===== src/rtl/track_height_along_path_top_assert.svh =====
// ---------------------------------------------------------------------------
// track height assertion macros
// clocked on i_clk, disabled while i_rst_n is low
// ---------------------------------------------------------------------------
`ifndef TRACK_HEIGHT_ALONG_PATH_TOP_ASSERT_SVH
`define TRACK_HEIGHT_ALONG_PATH_TOP_ASSERT_SVH

// consequent checked in the same cycle
`define TRK_ASSERT_SAME(lbl, ante, cons, msg) \
    lbl: assert property (@(posedge i_clk) disable iff (!i_rst_n) (ante) |-> (cons)) \
        else $error(msg);

// consequent checked in the cycle after the antecedent
`define TRK_ASSERT_NEXT(lbl, ante, cons, msg) \
    lbl: assert property (@(posedge i_clk) disable iff (!i_rst_n) (ante) |=> (cons)) \
        else $error(msg);

`endif


===== src/rtl/trk_pkg.sv =====
// ---------------------------------------------------------------------------
// trk_pkg
// widths, register indexes, shared types and saturation for the track
// height block
// ---------------------------------------------------------------------------
package trk_pkg;

    localparam int DATA_W     = 32;
    localparam int MAG_W      = 33;
    localparam int PROD_W     = 2 * MAG_W;
    localparam int REM_W      = MAG_W + 1;
    localparam int ALU_W      = REM_W + 2;
    localparam int RND_BITS   = 16;
    localparam int DMAG_W     = PROD_W - RND_BITS;
    localparam int SUM_W      = DMAG_W + 2;
    localparam int CNT_W      = 6;
    localparam int IDX_W      = 2;
    localparam int IN_DATA_W  = 3 * DATA_W;
    localparam int OUT_DATA_W = 2 * DATA_W;

    localparam logic [CNT_W-1:0] LAST_STEP = CNT_W'(MAG_W - 1);

    localparam logic [IDX_W-1:0] REG_START_HEIGHT = 2'd0;
    localparam logic [IDX_W-1:0] REG_SLOPE        = 2'd1;
    localparam logic [IDX_W-1:0] REG_KINK_ARC     = 2'd2;
    localparam logic [IDX_W-1:0] REG_KINK_EN      = 2'd3;

    typedef struct packed {
        logic             ge;
        logic [ALU_W-1:0] diff;
    } t_csub_res;

    function automatic logic signed [DATA_W-1:0] sat32(input logic signed [SUM_W-1:0] v);
        logic signed [SUM_W-1:0] hi_lim;
        logic signed [SUM_W-1:0] lo_lim;
        hi_lim = {{(SUM_W-DATA_W+1){1'b0}}, {(DATA_W-1){1'b1}}};
        lo_lim = {{(SUM_W-DATA_W+1){1'b1}}, {(DATA_W-1){1'b0}}};
        if (v > hi_lim) begin
            return {1'b0, {(DATA_W-1){1'b1}}};
        end else if (v < lo_lim) begin
            return {1'b1, {(DATA_W-1){1'b0}}};
        end else begin
            return v[DATA_W-1:0];
        end
    endfunction

endpackage


===== src/rtl/trk_csub.sv =====
// ---------------------------------------------------------------------------
// trk_csub
// compare and subtract step shared by the square root and the divider
// ---------------------------------------------------------------------------
module trk_csub (
    input  logic [trk_pkg::ALU_W-1:0] i_a,
    input  logic [trk_pkg::ALU_W-1:0] i_b,
    output trk_pkg::t_csub_res        o_res
);
    import trk_pkg::*;

    logic [ALU_W:0] diff_ext;

    assign diff_ext   = {1'b0, i_a} - {1'b0, i_b};
    assign o_res.ge   = ~diff_ext[ALU_W];
    assign o_res.diff = diff_ext[ALU_W-1:0];

endmodule


===== config.mk =====
export PLATFORM = sky130hd
export DESIGN_NAME = trk_csub
export DESIGN_NICKNAME = d
export VERILOG_FILES = /design/src/rtl/track_height_along_path_top_assert.svh /design/src/rtl/trk_pkg.sv /design/src/rtl/trk_csub.sv
export SDC_FILE = /design/constraint.sdc
export NUM_CORES = 1
export LEC_CHECK = 0
export BUFFER_PORTS_ARGS = -buffer_cell sky130_fd_sc_hd__buf_4
export CORE_MARGIN = 2
export CORE_UTILIZATION = 50
export DETAILED_ROUTE_END_ITERATION = 10
export PLACE_DENSITY = 0.83
export REMOVE_ABC_BUFFERS = 1
export SYNTH_ARGS = -nofsm -noshare
export SYNTH_HDL_FRONTEND = slang
export SYNTH_SLANG_ARGS = --single-unit

===== constraint.sdc =====
create_clock -name vclk -period 3.04
set_input_delay 0.152 -clock vclk [all_inputs]
set_output_delay 0.152 -clock vclk [all_outputs]
set_load 0.01 [all_outputs]

# Word-level counts from Yosys, hierarchy flattened
# Cells that the tools add are included.
# Widths: inputs -> output; s select.
# word_totals
romBits	0
ramBits	0
output_inout_bits	37
elab_cells	2
inputBits	72
latchBits	0
ff_bits	0
memories	0
# classes
n_div	0
muxes	0
n_eq_ne	0
multipliers	0
shift	0
bitwise	1
n_addsub	1
reduce_logical	0
magnitude_cmp	0
# ops
op	count
$sub 36x36->37	1
$not 1->1	1

# Logic depth before layout (Yosys ltp)
# logic_depth
word_depth	2
depth_mapped	10
depth_no_buf	10

# Least setup slack after synthesis
# OpenSTA, ideal clock, no wires.
# synth_timing
kind	input to output
start	input port i_a[0] in the netlist's numbering
end	output port o_res[22] in the netlist's numbering
n_path_buf	0
stages	10
setup_slack_ns	0.671
t_arrival_ns	2.217
path_cell_list	inv_1 > ha_1 > fa_1 > and2b_1 > o2111ai_1 > a21oi_1 > nor3b_2 > nor2_1 > o311a_1 > a211oi_2
# synth_lines
item	line_no	text
start, declared	trk_csub.sv:6	input logic [trk_pkg::ALU_W-1:0] i_a,
end, declared	trk_csub.sv:8	output trk_pkg::t_csub_res o_res

==> results.yml <==
floorplan:
  start_util_pct: 52.1
  die_w_um: 71.4
  die_h_um: 71.4
  dieArea_sq_um: 5090
  rows: 24
  coreArea_sq_um: 4350
  ioPinCount: 109
power:
  leakagePower_nw: 1.65
  p_total_uw: 803
  pwr_density_cell_nw_per_um2: 258
  irDropWorstVdd_mv: 0.146
grt:
  globalRouteOverflowTotal: 0
  grt_first_pass_wirelength_um: 10900
  grtUsageMet3_pct: 1.27
  grtUsageMet1_pct: 30.3
  grt.met2_usage_pct: 47.1
  grt_pass1_vias: 2653
  antenna_found_initial: 0
  grt_max_degree: 9
  busiest_layer: "met2"
  track_usage_pct: 24.6
setup_path:
  worstPathMaxFanout: 4
  worst_setup_path_start_kind: "input pin"
  crit_arrival_ns: 2.64
  critPathKind: "input pin to primary output"
  cp-startpoint: "i_a[0]"
  endpoint_kind: "primary output"
  cp.required_ns: 2.89
sta:
  setup_viol: 0
  finalCriticalPeriod_ns: 2.79
  timing.hold.ws_ns: 0.656
  hold_violations: 0
  slew_headroom_pct: 71.7
  min_period_over_period_pct: 91.7
  max_freq_ghz: 0.359
  slew_viol_final: 0
  fin_tns_setup_ns: 0
  worst_pin_slew_ns: 0.420
  rsz0062_at_grt: "no"
  worst_slack_ns: 0.252
placed_design:
  preCtsSetupSlack_ns: 0.286
  place_inst: 479
  port-buffer-count: 109
  hpwl_um: 5630
  placed_area_sq_um: 3110
  gp_routability_congestion: 0.898
outcome:
  status: "completed"
synthesis:
  syn_area_per_cell_sq_um: 6.94
  syn_inst: 327
  yosys_warnings: 0
  syn-cell-area_sq_um: 2270
  synth.distinct_cells: 55
  yosysSeqAreaShare_pct: 0
min_path:
  hold_start: "i_b[0]"
  hp-class: "input pin to primary output"
drt:
  num_vias: 2705
  first_pass_iters: 4
  wl_per_cell_um: 13.5
  routed_via_density: 5.65
  drt_iter0_markers: 93
  detail-route-antenna-nets: 0
  drt_wl_total_um: 6460
  drc: 0
final_layout:
  final_cells: 479
  design_area_sq_um: 3110
  multi_input_area_sq_um: 2040
  diodes: 0
  layout.cells.most_common: "buf_4"
  register_area_sq_um: 0
  final_core_util_pct: 71.5
  mostFrequentLayoutCells: "buf_4 (111), inv_1 (47), ha_1 (36), a21oi_1 (29), nand2_1 (25)"
  nFillCells: 363
  drive_above_1_share_pct: 30.4
  area_growth_pct: 37.3
  nNetsFinal: 538
  n_clock_buffer: 0
  seq_cell_count: 0
cts:
  cts_resized: 0
  cts_setup_buffers: 0
  cts_hold_buffers: 0
run:
  cap_violations: 0
==> cell families (layout without fill, tap and decap cells) <==
kind of cell    after synthesis  count (layout)  share of synthesized area [%]
buf+inv                      58             158                           10.1
simple gates                 84              84                           18.1
fa+ha+maj                    37              37                           20.7
xor+xnor                     31              31                           12.0
compound gates              117             117                           39.1
==> critical path, cell delays in order <==
cell and delay, ns:
buf_4 0.07, inv_1 0.03, ha_1 0.21, fa_1 0.40
and2b_1 0.23, o2111ai_1 0.18, a21oi_1 0.24, nor3b_2 0.26
nor2_1 0.14, o311a_1 0.32, a211oi_2 0.23, buf_4 0.16
==> metal layers <==
layer | vias to the layer above | routed length [um]
met1 | 1215 | 2670
met2 | 102 | 3320
met3 | 14 | 378
met4 | 0 | 100
li1 | 1374 | -
met5 | - | 0
==> path summary, 6_finish.rpt <==
path / slack [ns] / to / cells after the start
worst min-delay path: 0.66 / o_res[0] / 4
worst max-delay path: 0.25 / o_res[22] / 12
==> power breakdown <==
part	internal, mW	switching, mW
sequential	0	0
clock	0	0
combinational	0.398	0.404
total	0.398	0.404
==> cell type report <==
class / count / area share, %
multi-input combinational: 269 / 65.5
timing repair buffer: 111 / 26.8
inverter: 47 / 5.66
tap: 52 / 2.09
==> synth_stat cells, types with 4 or more instances <==
| cell | count | area share, % |
|---|---|---|
| nand3_1 | 10 | 2.2 |
| clkbuf_1 | 7 | 1.2 |
| a21oi_1 | 29 | 6.4 |
| inv_1 | 47 | 7.8 |
| and2_1 | 4 | 1.1 |
| nand4_1 | 10 | 2.8 |
| nand2_1 | 25 | 4.1 |
| nor2_1 | 21 | 3.5 |
| xnor2_1 | 17 | 6.6 |
| o21ai_0 | 14 | 3.1 |
| o21a_1 | 7 | 2.3 |
| ha_1 | 36 | 20 |
| a21o_1 | 19 | 6.3 |
| o21ba_2 | 4 | 1.8 |
| xor2_1 | 14 | 5.4 |
(Power assumes the default switching activity.)
