`src/rtl/track_height_along_path_top_assert.svh`:
```
// ---------------------------------------------------------------------------
// track height assertion macros
// clocked on i_clk, disabled while i_rst_n is low
// ---------------------------------------------------------------------------
`ifndef TRACK_HEIGHT_ALONG_PATH_TOP_ASSERT_SVH
`define TRACK_HEIGHT_ALONG_PATH_TOP_ASSERT_SVH

// consequent checked in the same cycle
`define TRK_ASSERT_SAME(lbl, ante, cons, msg) \
    lbl: assert property (@(posedge i_clk) disable iff (!i_rst_n) (ante) |-> (cons)) \
        else $error(msg);

// consequent checked in the cycle after the antecedent
`define TRK_ASSERT_NEXT(lbl, ante, cons, msg) \
    lbl: assert property (@(posedge i_clk) disable iff (!i_rst_n) (ante) |=> (cons)) \
        else $error(msg);

`endif

```
`src/rtl/trk_pkg.sv`:
```
// ---------------------------------------------------------------------------
// trk_pkg
// widths, register indexes, shared types and saturation for the track
// height block
// ---------------------------------------------------------------------------
package trk_pkg;

    localparam int DATA_W     = 32;
    localparam int MAG_W      = 33;
    localparam int PROD_W     = 2 * MAG_W;
    localparam int REM_W      = MAG_W + 1;
    localparam int ALU_W      = REM_W + 2;
    localparam int RND_BITS   = 16;
    localparam int DMAG_W     = PROD_W - RND_BITS;
    localparam int SUM_W      = DMAG_W + 2;
    localparam int CNT_W      = 6;
    localparam int IDX_W      = 2;
    localparam int IN_DATA_W  = 3 * DATA_W;
    localparam int OUT_DATA_W = 2 * DATA_W;

    localparam logic [CNT_W-1:0] LAST_STEP = CNT_W'(MAG_W - 1);

    localparam logic [IDX_W-1:0] REG_START_HEIGHT = 2'd0;
    localparam logic [IDX_W-1:0] REG_SLOPE        = 2'd1;
    localparam logic [IDX_W-1:0] REG_KINK_ARC     = 2'd2;
    localparam logic [IDX_W-1:0] REG_KINK_EN      = 2'd3;

    typedef struct packed {
        logic             ge;
        logic [ALU_W-1:0] diff;
    } t_csub_res;

    function automatic logic signed [DATA_W-1:0] sat32(input logic signed [SUM_W-1:0] v);
        logic signed [SUM_W-1:0] hi_lim;
        logic signed [SUM_W-1:0] lo_lim;
        hi_lim = {{(SUM_W-DATA_W+1){1'b0}}, {(DATA_W-1){1'b1}}};
        lo_lim = {{(SUM_W-DATA_W+1){1'b1}}, {(DATA_W-1){1'b0}}};
        if (v > hi_lim) begin
            return {1'b0, {(DATA_W-1){1'b1}}};
        end else if (v < lo_lim) begin
            return {1'b1, {(DATA_W-1){1'b0}}};
        end else begin
            return v[DATA_W-1:0];
        end
    endfunction

endpackage

```
`src/rtl/trk_mul.sv`:
```
// ---------------------------------------------------------------------------
// trk_mul
// unsigned 33 x 33 multiplier with a registered product
// ---------------------------------------------------------------------------
module trk_mul (
    input  logic                       i_clk,
    input  logic [trk_pkg::MAG_W-1:0]  i_a,
    input  logic [trk_pkg::MAG_W-1:0]  i_b,
    output logic [trk_pkg::PROD_W-1:0] o_p
);
    import trk_pkg::*;

    logic [PROD_W-1:0] r_p;

    always_ff @(posedge i_clk) begin
        r_p <= PROD_W'(i_a) * PROD_W'(i_b);
    end

    assign o_p = r_p;

endmodule

```
`config.mk`:
```
export PLATFORM = sky130hd
export DESIGN_NAME = trk_mul
export DESIGN_NICKNAME = d
export VERILOG_FILES = /design/src/rtl/track_height_along_path_top_assert.svh /design/src/rtl/trk_pkg.sv /design/src/rtl/trk_mul.sv
export SDC_FILE = /design/constraint.sdc
export NUM_CORES = 2
export LEC_CHECK = 0
export ABC_AREA = 1
export BUFFER_PORTS_ARGS = -buffer_cell sky130_fd_sc_hd__buf_2
export CAP_MARGIN = 30
export CORE_MARGIN = 2
export CORE_UTILIZATION = 64
export DETAILED_ROUTE_END_ITERATION = 7
export HOLD_SLACK_MARGIN = 0.1
export PLACE_DENSITY_LB_ADDON = 0.1
export SYNTH_ARGS = -nofsm -noshare
export SYNTH_HDL_FRONTEND = slang
export SYNTH_SLANG_ARGS = --single-unit
```
`constraint.sdc`:
```
create_clock -name i_clk -period 8.8 [get_ports i_clk]
set_input_delay 1.76 -clock i_clk [delete_from_list [all_inputs] [get_ports i_clk]]
set_output_delay 1.76 -clock i_clk [all_outputs]
set_load 0.01 [all_outputs]
```
After elaboration in Yosys (flattened, before gate mapping)
Index checks and enable logic that the tools add are counted.
{ "classes": {"mul": 1} }
{ "op_table": {"columns": ["cell", "count"], "rows": [
  ["33-bit by 33-bit multiplier with 66-bit output", 1]
]} }
{ "totals": {"reg_bits": 66, "inputBits": 67, "out_inout_bits": 66} }

Longest topological paths before layout
{ "logic_depth": {"ltp_word": 1, "depth_mapped": 33, "depth_no_buf": 31} }

Worst setup path before layout
No wires, ideal clock.
{ "synth_timing": {"kind": "input-to-reg", "from": "in i_a[29] in the netlist's numbering", "to": "reg r_p[64], in the netlist o_p[64]", "setup_ns": 0.112, "arrival_time_ns": 7.706, "required_time_ns": 8.688, "slack_ns": 0.981, "stages": 27, "n_path_buf": 2, "path_cell_list": "clkbuf_1 clkbuf_1 nand2_1 fa_1 inv_1 fa_1 fa_1 inv_1 fa_1 inv_1 fa_1 fa_1 fa_1 inv_1 fa_1 inv_1 ha_1 nand2_2 inv_1 a21oi_1 nand2_1 nand2_1 nand2_1 a21oi_1 nand2_1 nand2_1 nand2_1"} }
{ "synth_between": {"elab_chain_cells": 1} }
{ "synth_lines": {"columns": ["element", "line_no", "rtl"], "rows": [
  ["start, declared", "trk_mul.sv:7", "input logic [trk_pkg::MAG_W-1:0] i_a,"],
  ["33-bit by 33-bit multiplier with 66-bit output", "trk_mul.sv:16", "r_p <= PROD_W'(i_a) * PROD_W'(i_b);"],
  ["end signal, assigned", "trk_mul.sv:16", null],
  ["end, declared", "trk_mul.sv:13", "logic [PROD_W-1:0] r_p;"]
]} }
No other way between the ends.

Final worst setup path
{ "layout_timing": {"from": "in i_a[15] in the netlist's numbering", "to": "reg r_p[54], in the netlist o_p[54]"} }
Same word-level chain as after synthesis.

==> flow_summary.ini <==
[run_status]
outcome = finished clean

[clock_tree]
numCtsBuffers = 9
clk_pin_slew_ns = 0.07
cts_tree = built
ctsRootBufferMaster = clkbuf_16
htreeDepth = 3
cts.path.max_buffers = 2
cts.sinks = 66

[global_routing]
grt_overflow = 0
grt_antenna_before_repair = 6
grt_max_degree = 34
met3_usage_pct = 8.43
grt_util_all_layers_pct = 36.3
grt_pass1_vias = 32500
use_met2_pct = 58.3
grt_pass1_wl_um = 177000
top_usage_layer = met2
use_met1_pct = 49.0

[sta]
rsz0062_at_grt = false
max_freq_mhz = 120
relSlewSlack_pct = 43.6
worst_slew_pin_slew_ns = 0.846
setup_viol = 0
fin_crit_ns = 8.34
finalSetupTns_ns = 0
post-route-period-util_pct = 94.7
hold_viol = 0
final-max-slew-violation-count = 0

[setup_path]
crit_fanout = 33
cp-end-kind = register
worstPathArrival_ns = 8.57
cpMostUsedCell = fa_1
critPathKind = input pin to register
cpPeakStageDelay_ns = 0.64
startpoint_type = input pin
required_ns = 9.04
path_cells = buf_2 -> nand2_1 -> fa_1 -> fa_1 -> inv_1 -> fa_1 -> fa_1 -> fa_1 -> fa_1 -> fa_1 -> inv_1 -> fa_1 -> inv_1 -> ha_1 -> nand2_1 -> nor2_1 -> inv_2 -> nor2_1 -> nand2_1 -> nor2_1 -> nand2_1 -> nand4_1 -> nand2_1
crit_slowest_cell = buf_2

[logic_synthesis]
synth_cell_type_count = 29
yosysSeqAreaShare_pct = 3.32
ys_ff_latch = 66
syn_inst = 5406
syn_avg_cell_area_um2 = 7.37
syn_nets = 6696
synth_area_leaders = fa_1 (48%), inv_1 (18%), nand2_1 (16%)
synth_top_area_cell = fa_1
syn_area_um2 = 39800
yosysWarnings = 0
synth_top_area_share_pct = 48.2

[place]
dpl.hpwl_um = 94200
io_buffers = 132
dpl.cell_count = 6220
place_congestion = 0.977

[route]
drc_errors = 0
wirelength_um = 110000
vias = 31600
wire_per_inst_um = 17.6
drtIter0Drc = 2472
ant_nets = 0
drtPass1Iterations = 8
viasPerCell = 5.07

[floorplan]
start_util_pct = 64.6
coreArea_um2 = 61600
die_h_um = 253
pin_count = 133
die-area_um2 = 64200
die_w_um = 253
rows = 91

[finish]
area_growth_pct = 4.82
drive_above_1_share_pct = 5.58
final_cells = 6239
seq_area_um2 = 1320
num-nets-final = 6684
multi_input_area_um2 = 30400
nFillCells = 5420
largest_register_ffs = 66

[job]
drv_cap = 0

[min_path]
min_from = i_b[0]
hold_end = o_p[0]
hold_depth = 4
hp-class = input pin to register
-- layout make-up --
| type | count | share of cell area, % |
|---|---|---|
| inverters | 1902 | 17.1 |
| flip-flops and latches | 66 | 3.17 |
| clock buffers | 9 | 0.540 |
| diodes | 3 | 0.0180 |
| repair buffers | 241 | 3.73 |
| multi-input cells | 3174 | 72.8 |
| well taps | 837 | 2.51 |
| clock inverters | 7 | 0.180 |
-- stage by stage --
stage	cell area [um2]	setup slack, ns	hold slack, ns	util (%)
after detailed placement	41400	0.138	2.15	67.3
after global routing	41700	0.142	2.12	67.8
final	41700	0.463	2.08	67.8
after floorplan	39800	0.981	2.03	-
after global placement	41400	0.143	2.15	67.3
after CTS	41700	0.398	2.08	67.7
-- placed cells by master, fill, tap and decap left out, types with 5 or more instances in the layout --
| cell | count |
|---|---|
| inv_2 | 10 |
| a21oi_1 | 42 |
| buf_2 | 131 |
| nand2_2 | 5 |
| nor2_1 | 96 |
| fa_1 | 958 |
| nand3_1 | 51 |
| buf_4 | 103 |
| xor2_1 | 31 |
| buf_12 | 6 |
| nand4_1 | 13 |
| dfxtp_1 | 66 |
| nor2_2 | 13 |
| nor3_1 | 10 |
| xnor2_1 | 5 |
| nand2_1 | 1652 |
| o21bai_1 | 8 |
| inv_1 | 1892 |
| ha_1 | 265 |
| nand3_2 | 8 |
| clkbuf_16 | 9 |
-- synthesized netlist by cell type, drive strengths merged --
library cell / instances
nand3: 59
o21ai: 4
nand4: 13
ha: 265
o21bai: 10
dfxtp: 66
nand2: 1657
o211ai: 1
clkbuf: 264
nor2: 111
and3b: 1
xor2: 31
inv: 1902
nor3: 14
and3: 1
nor4: 1
fa: 958
and2: 1
a21oi: 42
xnor2: 5
-- critical path, delay by kind of cell --
kind                       cells  cell delay, ns
buffers and inverters          5            0.98
and+or+nand+nor                9            1.26
adders and majority gates      9            4.54
-- logic make-up after synthesis --
family	after synthesis	synth area share [%]
flops	66	3.32
compound gates	57	0.804
xor+xnor	36	0.792
simple gates	1858	18.2
fa+ha+maj	1223	56.5
buf+inv	2166	20.4
-- layer usage --
metal | vias to the layer above | wire length, um
met2 | 1399 | 50500
li1 | 14500 | -
met1 | 15500 | 43100
met3 | 240 | 11600
met5 | - | 46
met4 | 8 | 4380
-- how the worst max path moves through the flow --
stage | from | endpoint | slack, ns | depth (start not counted)
after floorplan | i_a[29] | o_p[64] | 0.98 | 27
after global placement | i_a[15] | o_p[54] | 0.14 | 25
after detailed placement | i_b[11] | o_p[54] | 0.14 | 23
after CTS | i_b[11] | o_p[54] | 0.40 | 23
after global routing | i_b[8] | o_p[54] | 0.14 | 25
final | i_a[15] | o_p[54] | 0.46 | 23
-- timing repair --
action	4_1_cts	5_1_grt
resized for setup	0	1
setup buffers	0	0
hold buffers	0	0
endpoints found under the hold margin	0	0
setup endpoints to repair	0	6
Power is left out: the tool's default activity adds up to more than one toggle a clock period on the data nets, which glitch-free logic cannot reach.
